<file path="src/hw/rtl/crdg_isqrt.sv">
// Pipelined integer square root, one root bit per stage.
`default_nettype none
module crdg_isqrt #(
    parameter int IN_W  = 54,
    parameter int TAG_W = 1
) (
    input  wire logic               i_clk,
    input  wire logic               i_rst_n,
    input  wire logic               i_en,
    input  wire logic               i_valid,
    input  wire logic [IN_W-1:0]    i_rad,
    input  wire logic [TAG_W-1:0]   i_tag,
    output logic                    o_valid,
    output logic [IN_W/2-1:0]       o_root,
    output logic [TAG_W-1:0]        o_tag
);
    localparam int N  = IN_W / 2;
    localparam int RW = IN_W / 2;

    logic             r_v    [N];
    logic [IN_W-1:0]  r_rad  [N];
    logic [RW+1:0]    r_rem  [N];
    logic [RW-1:0]    r_root [N];
    logic [TAG_W-1:0] r_tag  [N];

    logic [IN_W-1:0]  n_rad  [N];
    logic [RW+1:0]    n_rem  [N];
    logic [RW-1:0]    n_root [N];

    always_comb begin
        logic [IN_W-1:0] p_rad;
        logic [RW+1:0]   p_rem;
        logic [RW-1:0]   p_root;
        logic [RW+1:0]   pre;
        logic [RW+1:0]   trial;
        logic            b;
        for (int s = 0; s < N; s++) begin
            if (s == 0) begin
                p_rad  = i_rad;
                p_rem  = '0;
                p_root = '0;
            end else begin
                p_rad  = r_rad[s-1];
                p_rem  = r_rem[s-1];
                p_root = r_root[s-1];
            end
            // The remainder stays at most twice the partial root, so its top bits are zero.
            pre   = {p_rem[RW-1:0], p_rad[IN_W-1 -: 2]};
            trial = {p_root, 2'b01};
            b     = (pre >= trial);
            n_rem[s]  = b ? (pre - trial) : pre;
            n_root[s] = {p_root[RW-2:0], b};
            n_rad[s]  = {p_rad[IN_W-3:0], 2'b00};
        end
    end

    always_ff @(posedge i_clk) begin
        if (!i_rst_n) begin
            for (int s = 0; s < N; s++) r_v[s] <= 1'b0;
        end else if (i_en) begin
            r_v[0] <= i_valid;
            for (int s = 1; s < N; s++) r_v[s] <= r_v[s-1];
        end
    end

    always_ff @(posedge i_clk) begin
        if (i_en) begin
            r_tag[0] <= i_tag;
            for (int s = 1; s < N; s++) r_tag[s] <= r_tag[s-1];
            for (int s = 0; s < N; s++) begin
                r_rad[s]  <= n_rad[s];
                r_rem[s]  <= n_rem[s];
                r_root[s] <= n_root[s];
            end
        end
    end

    assign o_valid = r_v[N-1];
    assign o_root  = r_root[N-1];
    assign o_tag   = r_tag[N-1];

endmodule
`default_nettype wire

</file>
<file path="config.mk">
export PLATFORM = sky130hd
export DESIGN_NAME = crdg_isqrt
export DESIGN_NICKNAME = d
export VERILOG_FILES = /design/src/hw/rtl/crdg_isqrt.sv
export SDC_FILE = /design/constraint.sdc
export NUM_CORES = 2
export LEC_CHECK = 0
export ABC_AREA = 1
export BUFFER_PORTS_ARGS = -buffer_cell sky130_fd_sc_hd__clkbuf_2
export CELL_PAD_IN_SITES_DETAIL_PLACEMENT = 0
export CELL_PAD_IN_SITES_GLOBAL_PLACEMENT = 1
export CORE_MARGIN = 10
export CORE_UTILIZATION = 45
export CTS_BUF_LIST = sky130_fd_sc_hd__clkbuf_16
export CTS_CLUSTER_SIZE = 14
export DETAILED_ROUTE_END_ITERATION = 16
export PLACE_DENSITY = 0.8
export SLEW_MARGIN = 20
export SYNTH_ARGS = -nofsm -noshare
export SYNTH_HDL_FRONTEND = slang
export SYNTH_SLANG_ARGS = --single-unit
</file>
<file path="constraint.sdc">
create_clock -name i_clk -period 2.1 [get_ports i_clk]
set_input_delay 0 -clock i_clk [delete_from_list [all_inputs] [get_ports i_clk]]
set_output_delay 0 -clock i_clk [all_outputs]
set_load 0.1 [all_outputs]
</file>
==> out/results.md <==
- clock sink count: 1800
- result of the run: finished, violations left
- Final Wtd Congestion: 0.925
- IO Port Bufs: 87
- largest vdd supply drop: 0.858 mV
- fraction of registers with async set/reset: 0
- simple-gate area share of the yosys netlist: 0.237
- Post-Syn Nets: 11200
- reported leakage power: 0.0621 uW
- number of antenna violations at the first check in global routing: 2
- layout cells sized above 1: 0.336
- clock buffers created by TritonCTS: 196
- global-route wire length before repair: 440000 um
- Die W: 484 um
- top library cells by usage in the layout, fill and taps aside: sky130_fd_sc_hd__nand2_1, sky130_fd_sc_hd__buf_4, sky130_fd_sc_hd__edfxtp_1
- largest family of logic cells by synthesized area: simple AND/OR/NAND/NOR gates
- leading cell type in the layout, fill and taps excluded: sky130_fd_sc_hd__nand2_1
- area added between synthesis and finish: 41.1%
- Yosys top cell by area: sky130_fd_sc_hd__edfxtp_1
- Critical Path End: r_rem[1][156]$_DFFE_PP_
- average instance area after synthesis: 9.02 um2
- Initial Util: 0.452
- clk_skew: 83.4 ps
- detailed-router iteration count before antenna repair: 8
- Synth top area share: 0.557
- wire length reported by the detailed router: 295000 um
- GR Util met3: 0.0263
- final slew viol count: 0
- Yosys warning count: 0
- later-pin clock latency in the skew report: 910 ps
- minimum clock period: 2310 ps
- I/O Pins: 88
- violations in the final reports: negative setup slack
- Maximum Capacitance Violations: 0
- startpoint of the worst setup timing path: r_rem[1][128]$_DFFE_PP_
- slew at the pin closest to its max-slew limit: 639 ps
- number of global-route vias before repair: 80000
- FF-to-FF End: r_rem[1][156]$_DFFE_PP_
- prevailing post-synth register cell: sky130_fd_sc_hd__edfxtp_1
- post-synth design cell area: 97000 um2
- share of cell area taken by muxes after synthesis: 0
- launching element type of the critical path: register
- post-placement cell count: 15500
- Die Height: 484 um
- unrepaired setup endpoints after global routing: true
- Adder-Cell Fraction of Synth Area: 0.0525
- kind of critical path: register to register
- count of endpoints failing setup in the final report: 432
- global route hottest layer: met2
- post-synthesis share of cell area spent on xor and xnor gates: 0.0260
- compound-gate portion of the synthesized area: 0.0471
- Data arrival, critical path: 2920 ps
- post-synthesis instance total: 10700
- DR WL/cell: 17.9 um
- depth of the most critical reg-to-reg path: 13
- startpoint of the tightest hold check path: i_rst_n
- DRC violation total after the first TritonRoute iteration: 6210
- DP HPWL: 212000 um
- largest cells by area after synthesis: sky130_fd_sc_hd__edfxtp_1, sky130_fd_sc_hd__nand2_1, sky130_fd_sc_hd__inv_1
- #FFs+latches synth: 1800
- total congestion overflow: 0
- Pwr per Cell Area: 893 nW/um2
- Die ar.: 235000 um2
- Max clock buf depth: 3
- core region area: 214000 um2
- total power draw: 122000 uW
- Via-to-Cell Ratio: 4.99
- total number of vias: 82200
- Final Hold Fails: 0
- period utilization: 1.10
- met2 Usage GRT: 0.402
- slack of the worst reg-to-reg path: -210 ps
- maximum number of pins on one net before global-route repair: 89
- met1 usage: 0.311
- Required @ worst endpoint: 2710 ps
- max_slew headroom: 0.569
- clock tree from TritonCTS: done
- CP endpoint kind: register
- Worst R2R Start: r_rem[1][128]$_DFFE_PP_
- global router's overall resource usage: 0.234
- non-filler cells, final: 16500
- final setup slack of the worst path: -211 ps
- EDFF count, synth: 1799
- Max FO, Critical Path: 8
- H-tree depth: 4
- number of distinct standard cells referenced by the synthesized netlist: 55
- share of the yosys chip area belonging to registers: 0.557
- Reg clk slew, reported paths: 70 ps
- Post-route DRC: 0
- highest clock frequency the design can meet: 433 MHz
- row cnt: 170
- Hold Path Class: input port to register
- Root Buffer Master: sky130_fd_sc_hd__clkbuf_16
- number of nets with antenna violations after detailed routing: 0
- net count reported at finish: 13900
stage by stage:
stage	area [um2]	setup slack (ps)	hold WS, ps	util	TNS, ps
after global routing	137000	-299	130	0.638	-83850
after floorplan	97000	90.4	98.9	-	0
after global placement	116000	-413	177	0.539	-92840
after CTS	129000	-174	48.6	0.604	-30640
final	137000	-211	124	0.638	-31480
after detailed placement	116000	-422	179	0.539	-93960
worst min-delay path by stage:
stage,to,slack (ps),depth (start not counted)
finish,r_v[1][10]$_SDFFCE_PN0P_,120,4
global route,r_v[1][8]$_SDFFCE_PN0P_,130,4
CTS,r_v[1][2]$_SDFFCE_PN0P_,50,4
detailed placement,r_rad[0][3]$_DFFE_PP_,180,1
global placement,r_rad[0][37]$_DFFE_PP_,180,1
floorplan,r_rad[0][0]$_DFFE_PP_,100,0
registers in the layout, summed over array words and instances (netlist names):
| name | count |
|---|---|
| r_v | 27 |
| r_root | 378 |
| r_tag | 27 |
| r_rad | 702 |
| r_rem | 666 |
final cells by class:
cell class,count,area [um2]
inverter,1859,7150
fill,17200,77500
timing repair buffer,2615,21400
clock buffer,196,4900
antenna,2,5.00
timing repair inverter,10,150
clock inverter,169,1920
multi-input combinational,6997,43800
tap,2838,3550
sequential,1800,54000
repair_timing:
item / 4_1_cts / 5_1_grt
setup endpoints to repair: 612 / 668
endpoints found under the hold margin: 1282 / 0
buffers inserted: 195 / 242
gates resized for setup: 772 / 1330
hold buffers: 117 / 0
pin swaps: 176 / 433
cloned: 14 / 22
Yosys cell counts (34+ instances only):
cell type,instances
sky130_fd_sc_hd__a21oi_1,388
sky130_fd_sc_hd__a21oi_2,64
sky130_fd_sc_hd__buf_6,40
sky130_fd_sc_hd__edfxtp_1,1799
sky130_fd_sc_hd__ha_1,407
sky130_fd_sc_hd__inv_1,1833
sky130_fd_sc_hd__nand2_1,3443
sky130_fd_sc_hd__nand3_1,648
sky130_fd_sc_hd__nand3b_1,81
sky130_fd_sc_hd__nand4_1,184
sky130_fd_sc_hd__nor2_1,852
sky130_fd_sc_hd__nor2_2,40
sky130_fd_sc_hd__nor3_1,113
sky130_fd_sc_hd__o21ai_0,219
sky130_fd_sc_hd__o21ai_1,44
sky130_fd_sc_hd__o21ai_2,34
sky130_fd_sc_hd__xnor2_1,100
sky130_fd_sc_hd__xor2_1,188
where the power goes:
group / switching (uW) / internal [uW] / total [uW]
Clock: 15400 / 20500 / 36000
Combinational: 20600 / 18000 / 38600
Sequential: 3140 / 44500 / 47600
Total: 39200 / 83000 / 122000
metal layers:
| metal | part of all wire | wire length (um) | vias up |
|---|---|---|---|
| met2 | 0.49 | 144000 | 2217 |
| li1 | - | - | 40500 |
| met3 | 0.048 | 14200 | 537 |
| met5 | 0 | 0 | - |
| met4 | 0.032 | 9360 | 0 |
| met1 | 0.43 | 128000 | 39000 |
kinds of logic after synthesis:
logic type                 after synthesis
buffers and inverters                 1951
other                                    1
and+or+nand+nor                       5495
AOI/OAI and AO/OA                      806
adders and majority gates              407
DFF                                   1800
xor gates and xnor gates               288
critical path: stages, from the launching register on:
cell                       delay [ps]
sky130_fd_sc_hd__edfxtp_1         480
sky130_fd_sc_hd__ha_4             270
sky130_fd_sc_hd__nand2_1           60
sky130_fd_sc_hd__nand2_1          130
sky130_fd_sc_hd__nand2_2          120
sky130_fd_sc_hd__nand2_4           60
sky130_fd_sc_hd__a21oi_4          170
sky130_fd_sc_hd__nor2_4            70
sky130_fd_sc_hd__nor2_4           150
sky130_fd_sc_hd__nand2_8          120
sky130_fd_sc_hd__buf_6            150
sky130_fd_sc_hd__buf_16           150
sky130_fd_sc_hd__nand2_2           50
sky130_fd_sc_hd__nand2_1           50
(Power assumes the default switching activity.)
