`src/hw/rtl/crdg_div_pipe.sv`:
```
// Pipelined restoring divider, one quotient bit per stage, for numerators not above the divisor.
`default_nettype none
module crdg_div_pipe #(
    parameter int LANES = 1,
    parameter int W     = 8,
    parameter int FB    = 8,
    parameter int TAG_W = 1
) (
    input  wire logic                          i_clk,
    input  wire logic                          i_rst_n,
    input  wire logic                          i_en,
    input  wire logic                          i_valid,
    input  wire logic [LANES-1:0][W-1:0]       i_num,
    input  wire logic [LANES-1:0][W-1:0]       i_den,
    input  wire logic [TAG_W-1:0]              i_tag,
    output logic                               o_valid,
    output logic [LANES-1:0][FB:0]             o_quo,
    output logic [TAG_W-1:0]                   o_tag
);
    localparam int STAGES = FB + 1;

    logic             r_v   [STAGES];
    logic [W-1:0]     r_rem [STAGES][LANES];
    logic [W-1:0]     r_den [STAGES][LANES];
    logic [FB:0]      r_q   [STAGES][LANES];
    logic [TAG_W-1:0] r_tag [STAGES];

    logic [W-1:0]     n_rem [STAGES][LANES];
    logic [FB:0]      n_q   [STAGES][LANES];

    always_comb begin
        logic [W:0] t;
        logic       b;
        for (int l = 0; l < LANES; l++) begin
            // The first stage yields the integer bit of the quotient.
            b = (i_num[l] >= i_den[l]);
            n_rem[0][l] = b ? (i_num[l] - i_den[l]) : i_num[l];
            n_q[0][l]   = {{FB{1'b0}}, b};
            for (int s = 1; s < STAGES; s++) begin
                t = {r_rem[s-1][l], 1'b0};
                b = (t >= {1'b0, r_den[s-1][l]});
                n_rem[s][l] = b ? W'(t - {1'b0, r_den[s-1][l]}) : t[W-1:0];
                n_q[s][l]   = {r_q[s-1][l][FB-1:0], b};
            end
        end
    end

    always_ff @(posedge i_clk) begin
        if (!i_rst_n) begin
            for (int s = 0; s < STAGES; s++) r_v[s] <= 1'b0;
        end else if (i_en) begin
            r_v[0] <= i_valid;
            for (int s = 1; s < STAGES; s++) r_v[s] <= r_v[s-1];
        end
    end

    always_ff @(posedge i_clk) begin
        if (i_en) begin
            r_tag[0] <= i_tag;
            for (int s = 1; s < STAGES; s++) r_tag[s] <= r_tag[s-1];
            for (int l = 0; l < LANES; l++) begin
                r_den[0][l] <= i_den[l];
                for (int s = 1; s < STAGES; s++) r_den[s][l] <= r_den[s-1][l];
                for (int s = 0; s < STAGES; s++) begin
                    r_rem[s][l] <= n_rem[s][l];
                    r_q[s][l]   <= n_q[s][l];
                end
            end
        end
    end

    always_comb begin
        for (int l = 0; l < LANES; l++) o_quo[l] = r_q[STAGES-1][l];
    end
    assign o_valid = r_v[STAGES-1];
    assign o_tag   = r_tag[STAGES-1];

endmodule
`default_nettype wire

```
`config.mk`:
```
export PLATFORM = sky130hd
export DESIGN_NAME = crdg_div_pipe
export DESIGN_NICKNAME = d
export VERILOG_FILES = /design/src/hw/rtl/crdg_div_pipe.sv
export SDC_FILE = /design/constraint.sdc
export NUM_CORES = 1
export LEC_CHECK = 0
export BUFFER_PORTS_ARGS = -buffer_cell sky130_fd_sc_hd__buf_4
export CAP_MARGIN = 30
export CORE_AREA = 2 2 156 120
export DETAILED_ROUTE_END_ITERATION = 10
export DIE_AREA = 0 0 158 122
export PLACE_DENSITY = 0.75
export SYNTH_ARGS = -nofsm -noshare
export SYNTH_HDL_FRONTEND = slang
export SYNTH_SLANG_ARGS = --single-unit
```
`constraint.sdc`:
```
create_clock -name i_clk -period 2.1 [get_ports i_clk]
set_input_delay 0.21 -clock i_clk [delete_from_list [all_inputs] [get_ports i_clk]]
set_output_delay 0.21 -clock i_clk [all_outputs]
set_load 0.05 [all_outputs]
```
==> PnR_summary.wiki, run 1 <==
{| class="wikitable"
! Metric !! Value
|-
| Status || finished with violations
|-
| Failing checks || setup timing
|-
| Main flop type after synthesis || edfxtp_1
|-
| Buffer depth of the longest clock path || 2
|-
| Part of the Yosys area used for sequential elements || 0.5897
|-
| Filler-free cell count of the finished design || 1151
|-
| RSZ-0062 raised after global routing || yes
|-
| Overall via count from detail_route || 6352
|-
| Met2 track utilization from global routing || 0.3448
|-
| Post-DR wirelength/cell || 16.82 um
|-
| Full die area || around 19000 sq um
|-
| Std cell rows || 43
|-
| Fraction of layout cells with a size suffix above 1 || 0.3341
|-
| Total Wirelength || ~19000 um
|-
| P&R area growth vs syn || 27.59%
|-
| Number of distinct library cell variants in the gate-level netlist after synthesis || 56
|-
| Post-Route Skew || between 0.01 and 0.015 ns
|-
| Width of the die || 158 um
|-
| Synth top cells by count || edfxtp_1 (191), inv_1 (95), ha_1 (71), nor2_1 (45), mux2_2 (36)
|-
| Synthesized netlist net count || 843
|-
| Met1 usage in global routing || 0.2533
|-
| All-Layer GR Usage || 0.2004
|-
| Clock buffer count from CTS || 17
|-
| Vias per Instance || between 5 and 6
|-
| Placed Cells || 1087
|-
| Antenna viol nets, final || 0
|-
| Number of buffers added on ports || 31
|-
| Crit path arrival time || 2.44 ns
|-
| Number of hold violations in the final report || 0
|-
| Worst Path Class, Setup || register to register
|-
| Peak supply drop || 0.0006240 V
|-
| Layer with the highest usage after global routing || met2
|-
| Final worst path period need || 2.249 ns
|-
| Post-layout utilization of the core || 0.6906
|-
| Maximum achievable frequency || 444.6 MHz
|-
| First-pass GRT wire length || 29920 um
|-
| Flop2flop setup slack || -0.15 ns
|-
| Cell count after synthesis || 743
|-
| Drt drc || 0
|-
| Clock-pin slew on the worst setup and hold paths || around 0.080 ns
|-
| Yosys warnings || 0
|-
| Clock sink count || about 190
|-
| Post-detail-place hpwl || 12780 um
|-
| Terminating pin of the worst hold path || r_v[0][0]$_SDFFCE_PN0P_
|-
| Maximum number of pins on one net before global-route repair || 75
|-
| Met3 usage in global routing || 0.03664
|-
| Placer congestion estimate || approximately 0.88
|-
| Core ar. || 17970 sq um
|-
| Vertical extent of the die || between 100 and 150 um
|-
| Number of primary I/O pins || 32
|-
| TNS Setup || -1.791 ns
|-
| Clock tree from TritonCTS || yes
|-
| Initial core utilization || 0.5413
|-
| Number of flops mapped to enable cells by yosys || 191
|-
| Kind of end point of the critical path || register
|-
| Max capacitance violation total || 0
|-
| Required time worst endpoint || 2.29 ns
|-
| Number of fill cells in the layout || around 1200
|-
| Multi-input combinational cell area || 4218 sq um
|-
| Launch instance of the worst min-delay path || i_valid
|-
| Final setup slack of the worst path || -0.1493 ns
|-
| Post-synth ARST share || 0
|-
| Seq cells post-synth || 191
|-
| DRT iter0 DRCs || 414
|-
| Clock tree root buffer cell || clkbuf_16
|-
| Remaining global-route overflow || 0
|-
| Worst-case headroom to the max-slew limit || 0.5895
|-
| Fraction of synthesized cell area taken by the top area cell type || 0.5897
|-
| Latest clock arrival within the worst-skew pair || ~0.45 ns
|-
| Cell accounting for the most synthesized area || edfxtp_1
|-
| Ant diodes || 0
|-
| Worst hold path stage count || 2
|-
| Static Leak || 5.006 nW
|-
| Crit start category || register
|-
| Vias in the first global route || 6328
|-
| Layout Nets || 991
|-
| Final setup vio count || 23
|-
| Total chip power || 14.80 mW
|-
| Iteration count of the initial detailed-routing pass || 4
|-
| Register-to-Register Path Depth || 7
|-
| Cells taking the most area after synthesis || edfxtp_1 (59%), ha_1 (9.1%), mux2_2 (4.2%)
|-
| P per Cell Area || roughly 1200 nW/um^2
|-
| Dominant cell by count in the synthesized netlist || edfxtp_1
|-
| Antenna violations before repair || 0
|-
| Mean instance size in the synthesized netlist || approximately 13 sq um
|-
| R2R Path Start || r_den[0][17]$_DFFE_PP_
|-
| CTS H-tree depth || 4
|-
| Final non-filler cell area || 12410 sq um
|-
| Crit path max fanout || 3
|-
| Slew @ Worst Pin || 0.6080 ns
|-
| Share of the clock period used by the worst path after layout || 1.071
|-
| Classification of the worst-slack hold path || input pin to register
|-
| Reg-to-Reg End || r_rem[0][30]$_DFFE_PP_
|-
| Final Max Tran Viols || 0
|-
| Placed cell area || 10850 sq um
|-
| Post-synthesis cell area || 9727 sq um
|-
| Sequential Area || 5736 sq um
|}
## worst max-delay path by stage
stage / start / end / cells past startpoint
2_1_floorplan: i_num[0] / r_rem[0][2]$_DFFE_PP_ / 8
3_3_place_gp: r_rem[0][16]$_SDFFCE_PN0P_ / r_rem[0][31]$_DFFE_PP_ / 8
3_5_place_dp: r_rem[0][0]$_DFFE_PP_ / r_rem[0][14]$_DFFE_PP_ / 6
4_1_cts: r_den[0][17]$_DFFE_PP_ / r_rem[0][28]$_DFFE_PP_ / 9
5_1_grt: r_den[0][17]$_DFFE_PP_ / r_rem[0][30]$_DFFE_PP_ / 7
6_report: r_den[0][17]$_DFFE_PP_ / r_rem[0][30]$_DFFE_PP_ / 7
## worst max-delay path, stage by stage (launching register included)
cell      delay, ns
edfxtp_1       0.46
buf_4          0.18
fa_2           0.36
nor2b_2        0.17
o31a_1         0.20
nor4_1         0.06
a311o_1        0.32
mux2_2         0.26
## power breakdown
part | switching (mW) | internal, mW | total, mW
logic | 2.74 | 3.07 | 5.80
clock network | 1.67 | 1.76 | 3.43
registers | 0.390 | 5.18 | 5.57
total | 4.79 | 10.0 | 14.8
## per-layer routing
layer  share of wire  vias up
met4           0.017        0
met1            0.44     3133
met5               0        -
met3           0.032       28
met2            0.51      124
li1                -     3067
## state kept, by name, summed over array words and instances, names as in the netlist
register / count
r_v: 9
r_q: 45
r_rem: 64
r_tag: 9
r_den: 64
## per-stage QoR
step	worst slack, ns	hold slack (ns)
floorplan	-0.004120	0.3089
finish	-0.1493	0.08197
detailed placement	-0.2175	0.3924
global placement	-0.1202	0.3884
global route	-0.1856	0.07086
CTS	-0.1365	0.06560
## placed cells by master, fill, tap and decap left out, types with 5 or more instances in the layout
cell type	instances
inv_1	83
buf_4	111
nor2b_1	6
o21a_1	20
clkinv_8	8
a21o_1	10
a211oi_1	5
mux2_2	20
nand2_1	13
a211oi_2	5
and3_1	12
nand3_1	15
inv_2	11
buf_6	13
o31a_1	5
o21ai_0	15
nor2_1	36
ha_1	48
clkbuf_16	17
mux2i_1	7
edfxtp_1	191
a21oi_2	6
xor2_1	6
a21oi_1	23
nand4_1	7
mux2_4	16
nor2b_2	8
fa_2	6
nor3_1	8
xnor2_1	19
nor2_2	8
dlygate4sd3_1	9
ha_4	21
nand2b_1	11
## area by class of cell
class | count | share of cell area
flip-flops and latches | 191 | 0.4621
clock inverters | 15 | 0.01885
multi-input cells | 450 | 0.3399
well taps | 247 | 0.02490
clock buffers | 17 | 0.03428
repair buffers | 136 | 0.09104
inverters | 95 | 0.02893
## timing repair
action,in CTS,in global routing
setup buffers,9,17
hold buffers,9,0
pin swaps,21,27
gates resized for setup,45,95
endpoints found under the setup margin,46,62
endpoints found under the hold margin,9,0
## kinds of logic after synthesis
| logic type | count (synthesis) | share of synthesized area |
|---|---|---|
| buffers and inverters | 102 | 0.04013 |
| AOI/OAI and AO/OA | 142 | 0.1046 |
| adders and majority gates | 79 | 0.1078 |
| and+or+nand+nor | 161 | 0.08644 |
| xor gates and xnor gates | 25 | 0.02251 |
| DFF | 191 | 0.5897 |
| muxes | 43 | 0.04888 |
(Power assumes the default switching activity.)
==> inputs of run 2 (changes only) <==
--- a/config.mk
+++ b/config.mk
@@ -10,7 +10,7 @@
 export CORE_AREA = 2 2 156 120
 export DETAILED_ROUTE_END_ITERATION = 10
 export DIE_AREA = 0 0 158 122
-export PLACE_DENSITY = 0.75
+export PLACE_DENSITY = 0.73
 export SYNTH_ARGS = -nofsm -noshare
 export SYNTH_HDL_FRONTEND = slang
 export SYNTH_SLANG_ARGS = --single-unit
==> run 2 against run 1 <==
Against the previous run:
- the run still ends with setup timing left
- power grew 3.2%
- sequential share of layout area decreased by 0.71 points
- non-clock buffer count rose by 13
- sequential power about the same
- clock skew fell by 0.0067 ns
- register-to-register slack better by 0.07 ns
- combinational power rose by 6.4%
==> PnR_summary.wiki, run 2 (synthesis gave the netlist of run 1 again) <==
{| class="wikitable"
! Metric !! Value
|-
| Crit path max fanout || 3 (unchanged)
|-
| Final worst path period need || 2.179 ns (was 2.249 ns)
|-
| Core ar. || 17970 sq um (unchanged)
|-
| Final setup vio count || 16 (was 23)
|-
| Max capacitance violation total || 0 (unchanged)
|-
| CP Cell Sequence || ha_1 > buf_4 > o21a_1 > o31a_1 > nor4_1 > a311o_1 > mux2_2 (was buf_4 > fa_2 > nor2b_2 > o31a_1 > nor4_1 > a311o_1 > mux2_2)
|-
| Overall via count from detail_route || 6535 (was 6352)
|-
| All-Layer GR Usage || 0.2101 (was 0.2004)
|-
| Layout Nets || 1005 (was 991)
|-
| Latest clock arrival within the worst-skew pair || 0.44 ns (was 0.45 ns)
|-
| Std cell rows || 43 (unchanged)
|-
| Status || finished with violations (unchanged)
|-
| Final non-filler cell area || 12600 sq um (was 12410 sq um)
|-
| Post-Route Skew || 0.007943 ns (was 0.01460 ns)
|-
| Vertical extent of the die || 122 um (unchanged)
|-
| Number of hold violations in the final report || 0 (unchanged)
|-
| Final setup slack of the worst path || -0.07852 ns (was -0.1493 ns)
|-
| Biggest regs || r_den (64), r_rem (64), r_q (45) (unchanged)
|-
| Most common cell after layout, fill and taps aside || edfxtp_1 (unchanged)
|-
| Total Wirelength || 20690 um (was 19370 um)
|-
| Drt drc || 0 (unchanged)
|-
| Crit-path max cell delay || 0.47 ns (was 0.46 ns)
|-
| Failing checks || setup timing (unchanged)
|-
| Ant diodes || 0 (unchanged)
|-
| Classification of the worst-slack hold path || input pin to register (unchanged)
|-
| Most frequent cells in the layout || edfxtp_1 (191), buf_4 (126), inv_1 (83) (was edfxtp_1 (191), buf_4 (111), inv_1 (83))
|-
| P&R area growth vs syn || 29.57% (was 27.59%)
|-
| Post-detail-place hpwl || 12980 um (was 12780 um)
|-
| Fraction of layout cells with a size suffix above 1 || 0.3464 (was 0.3341)
|-
| Iteration count of the initial detailed-routing pass || 5 (was 4)
|-
| TNS Setup || -0.7099 ns (was -1.791 ns)
|-
| Required time worst endpoint || 2.29 ns (about the same)
|-
| Kind of end point of the critical path || register (unchanged)
|-
| Post-layout utilization of the core || 0.7014 (was 0.6906)
|-
| Placer congestion estimate || 0.9252 (was 0.8756)
|-
| Number of buffers added on ports || 31 (unchanged)
|-
| Buffer depth of the longest clock path || 2 (unchanged)
|-
| Maximum achievable frequency || 459.0 MHz (was 444.6 MHz)
|-
| Slowest CP cell || edfxtp_1 (unchanged)
|-
| Number of primary I/O pins || 32 (unchanged)
|-
| First-pass GRT wire length || 31110 um (was 29920 um)
|-
| P per Cell Area || 1212 nW/um^2 (was 1193 nW/um^2)
|-
| Post-DR wirelength/cell || 17.76 um (was 16.82 um)
|-
| RSZ-0062 raised after global routing || yes (unchanged)
|-
| Number of fill cells in the layout || 1178 (was 1191)
|-
| Full die area || 19280 sq um (unchanged)
|-
| Antenna violations before repair || 0 (unchanged)
|-
| DRT iter0 DRCs || 620 (was 414)
|-
| Clock tree from TritonCTS || yes (unchanged)
|-
| Clock-pin slew on the worst setup and hold paths || 0.08 ns (about the same)
|-
| Initial core utilization || 0.5413 (unchanged)
|-
| Clock tree root buffer cell || clkbuf_16 (unchanged)
|-
| Crit start category || register (unchanged)
|-
| Maximum number of pins on one net before global-route repair || 70 (was 75)
|-
| Antenna viol nets, final || 0 (unchanged)
|-
| Static Leak || 5.115 nW (was 5.006 nW)
|-
| Worst-case headroom to the max-slew limit || 0.6559 (was 0.5895)
|-
| Vias per Instance || 5.609 (was 5.519)
|-
| Width of the die || 158 um (unchanged)
|-
| Vias in the first global route || 6227 (was 6328)
|-
| Final Max Tran Viols || 0 (unchanged)
|-
| Pre-CTS WS || -0.2428 ns (was -0.2175 ns)
|-
| Remaining global-route overflow || 0 (unchanged)
|-
| Clock buffer count from CTS || 17 (unchanged)
|-
| Worst Path Class, Setup || register to register (unchanged)
|-
| CTS H-tree depth || 4 (unchanged)
|-
| Share of the clock period used by the worst path after layout || 1.037 (was 1.071)
|-
| Placed cell area || 10850 sq um (unchanged)
|-
| Crit path arrival time || 2.37 ns (was 2.44 ns)
|-
| Slew @ Worst Pin || 0.5031 ns (was 0.6080 ns)
|-
| Clock sink count || 191 (unchanged)
|-
| Total chip power || 15.28 mW (was 14.80 mW)
|-
| Peak supply drop || 0.0006408 V (was 0.0006240 V)
|}
-- run 2: cell types whose count changed in the layout (fill, tap and decap cells not counted), moves of 6 or more --
| cell | delta |
|---|---|
| ha_1 | -7 |
| nor2_1 | +7 |
| clkinv_8 | -6 |
| buf_4 | +15 |
-- run 2: critical path, delay by kind of cell, from the launching register on --
family / cells / cell delay, ns
AOI/OAI and AO/OA: 3 / 0.63
DFF: 1 / 0.47
adders and majority gates: 1 / 0.37
muxes: 1 / 0.26
buffers and inverters: 1 / 0.14
and+or+nand+nor: 1 / 0.07
-- run 2: per-stage QoR --
step | instances | hold slack, ns
after floorplan | 743 | 0.3089
after global placement | 1087 | 0.3906
after detailed placement | 1087 | 0.3926
after CTS | 1139 | 0.06825
after global routing | 1165 | 0.08717
final | 1165 | 0.08772
-- run 2: final timing paths --
check	from	end	slack [ns]	depth (start not counted)
min	i_num[3]	r_rem[0][3]$_DFFE_PP_	0.09	2
min reg2reg	r_q[3][10]$_DFFE_PP_	r_q[4][2]$_DFFE_PP_	0.42	0
max	r_rem[0][18]$_DFFE_PP_	r_rem[0][30]$_DFFE_PP_	-0.08	7
max reg2reg	r_rem[0][18]$_DFFE_PP_	r_rem[0][30]$_DFFE_PP_	-0.08	7
-- run 2: area by class of cell --
class	instances	area (sq um)	area share
Sequential cell	191	5736	0.4551
Multi-Input combinational cell	451	4337	0.3441
Timing Repair Buffer	149	1220	0.09679
Clock buffer	18	429.2	0.03405
Inverter	95	359.1	0.02849
Tap cell	247	309.0	0.02452
Clock inverter	14	214.0	0.01698
-- run 2: where the power goes --
| part | switching, mW | total, mW | internal (mW) |
|---|---|---|---|
| combinational | 2.89 | 6.17 | 3.28 |
| clock | 1.56 | 3.51 | 1.95 |
| sequential | 0.414 | 5.60 | 5.18 |
| total | 4.86 | 15.3 | 10.4 |
-- run 2: timing repair --
| item | 4_1_cts | 5_1_grt |
|---|---|---|
| hold buffers | 9 | 0 |
| gates resized for setup | 64 | 84 |
| buffers inserted | 10 | 28 |
| hold endpoints to repair | 9 | 0 |
| endpoints found under the setup margin | 42 | 56 |
| pin swaps | 24 | 28 |
| cloned | 1 | 0 |
-- run 2: per-layer routing --
metal | vias up | GRT usage | share of wire
li1 | 3090 | - | -
met1 | 3218 | 0.2881 | 0.45
met2 | 187 | 0.3424 | 0.49
met3 | 40 | 0.04269 | 0.047
met4 | 0 | 0.06137 | 0.018
met5 | - | 0 | 0
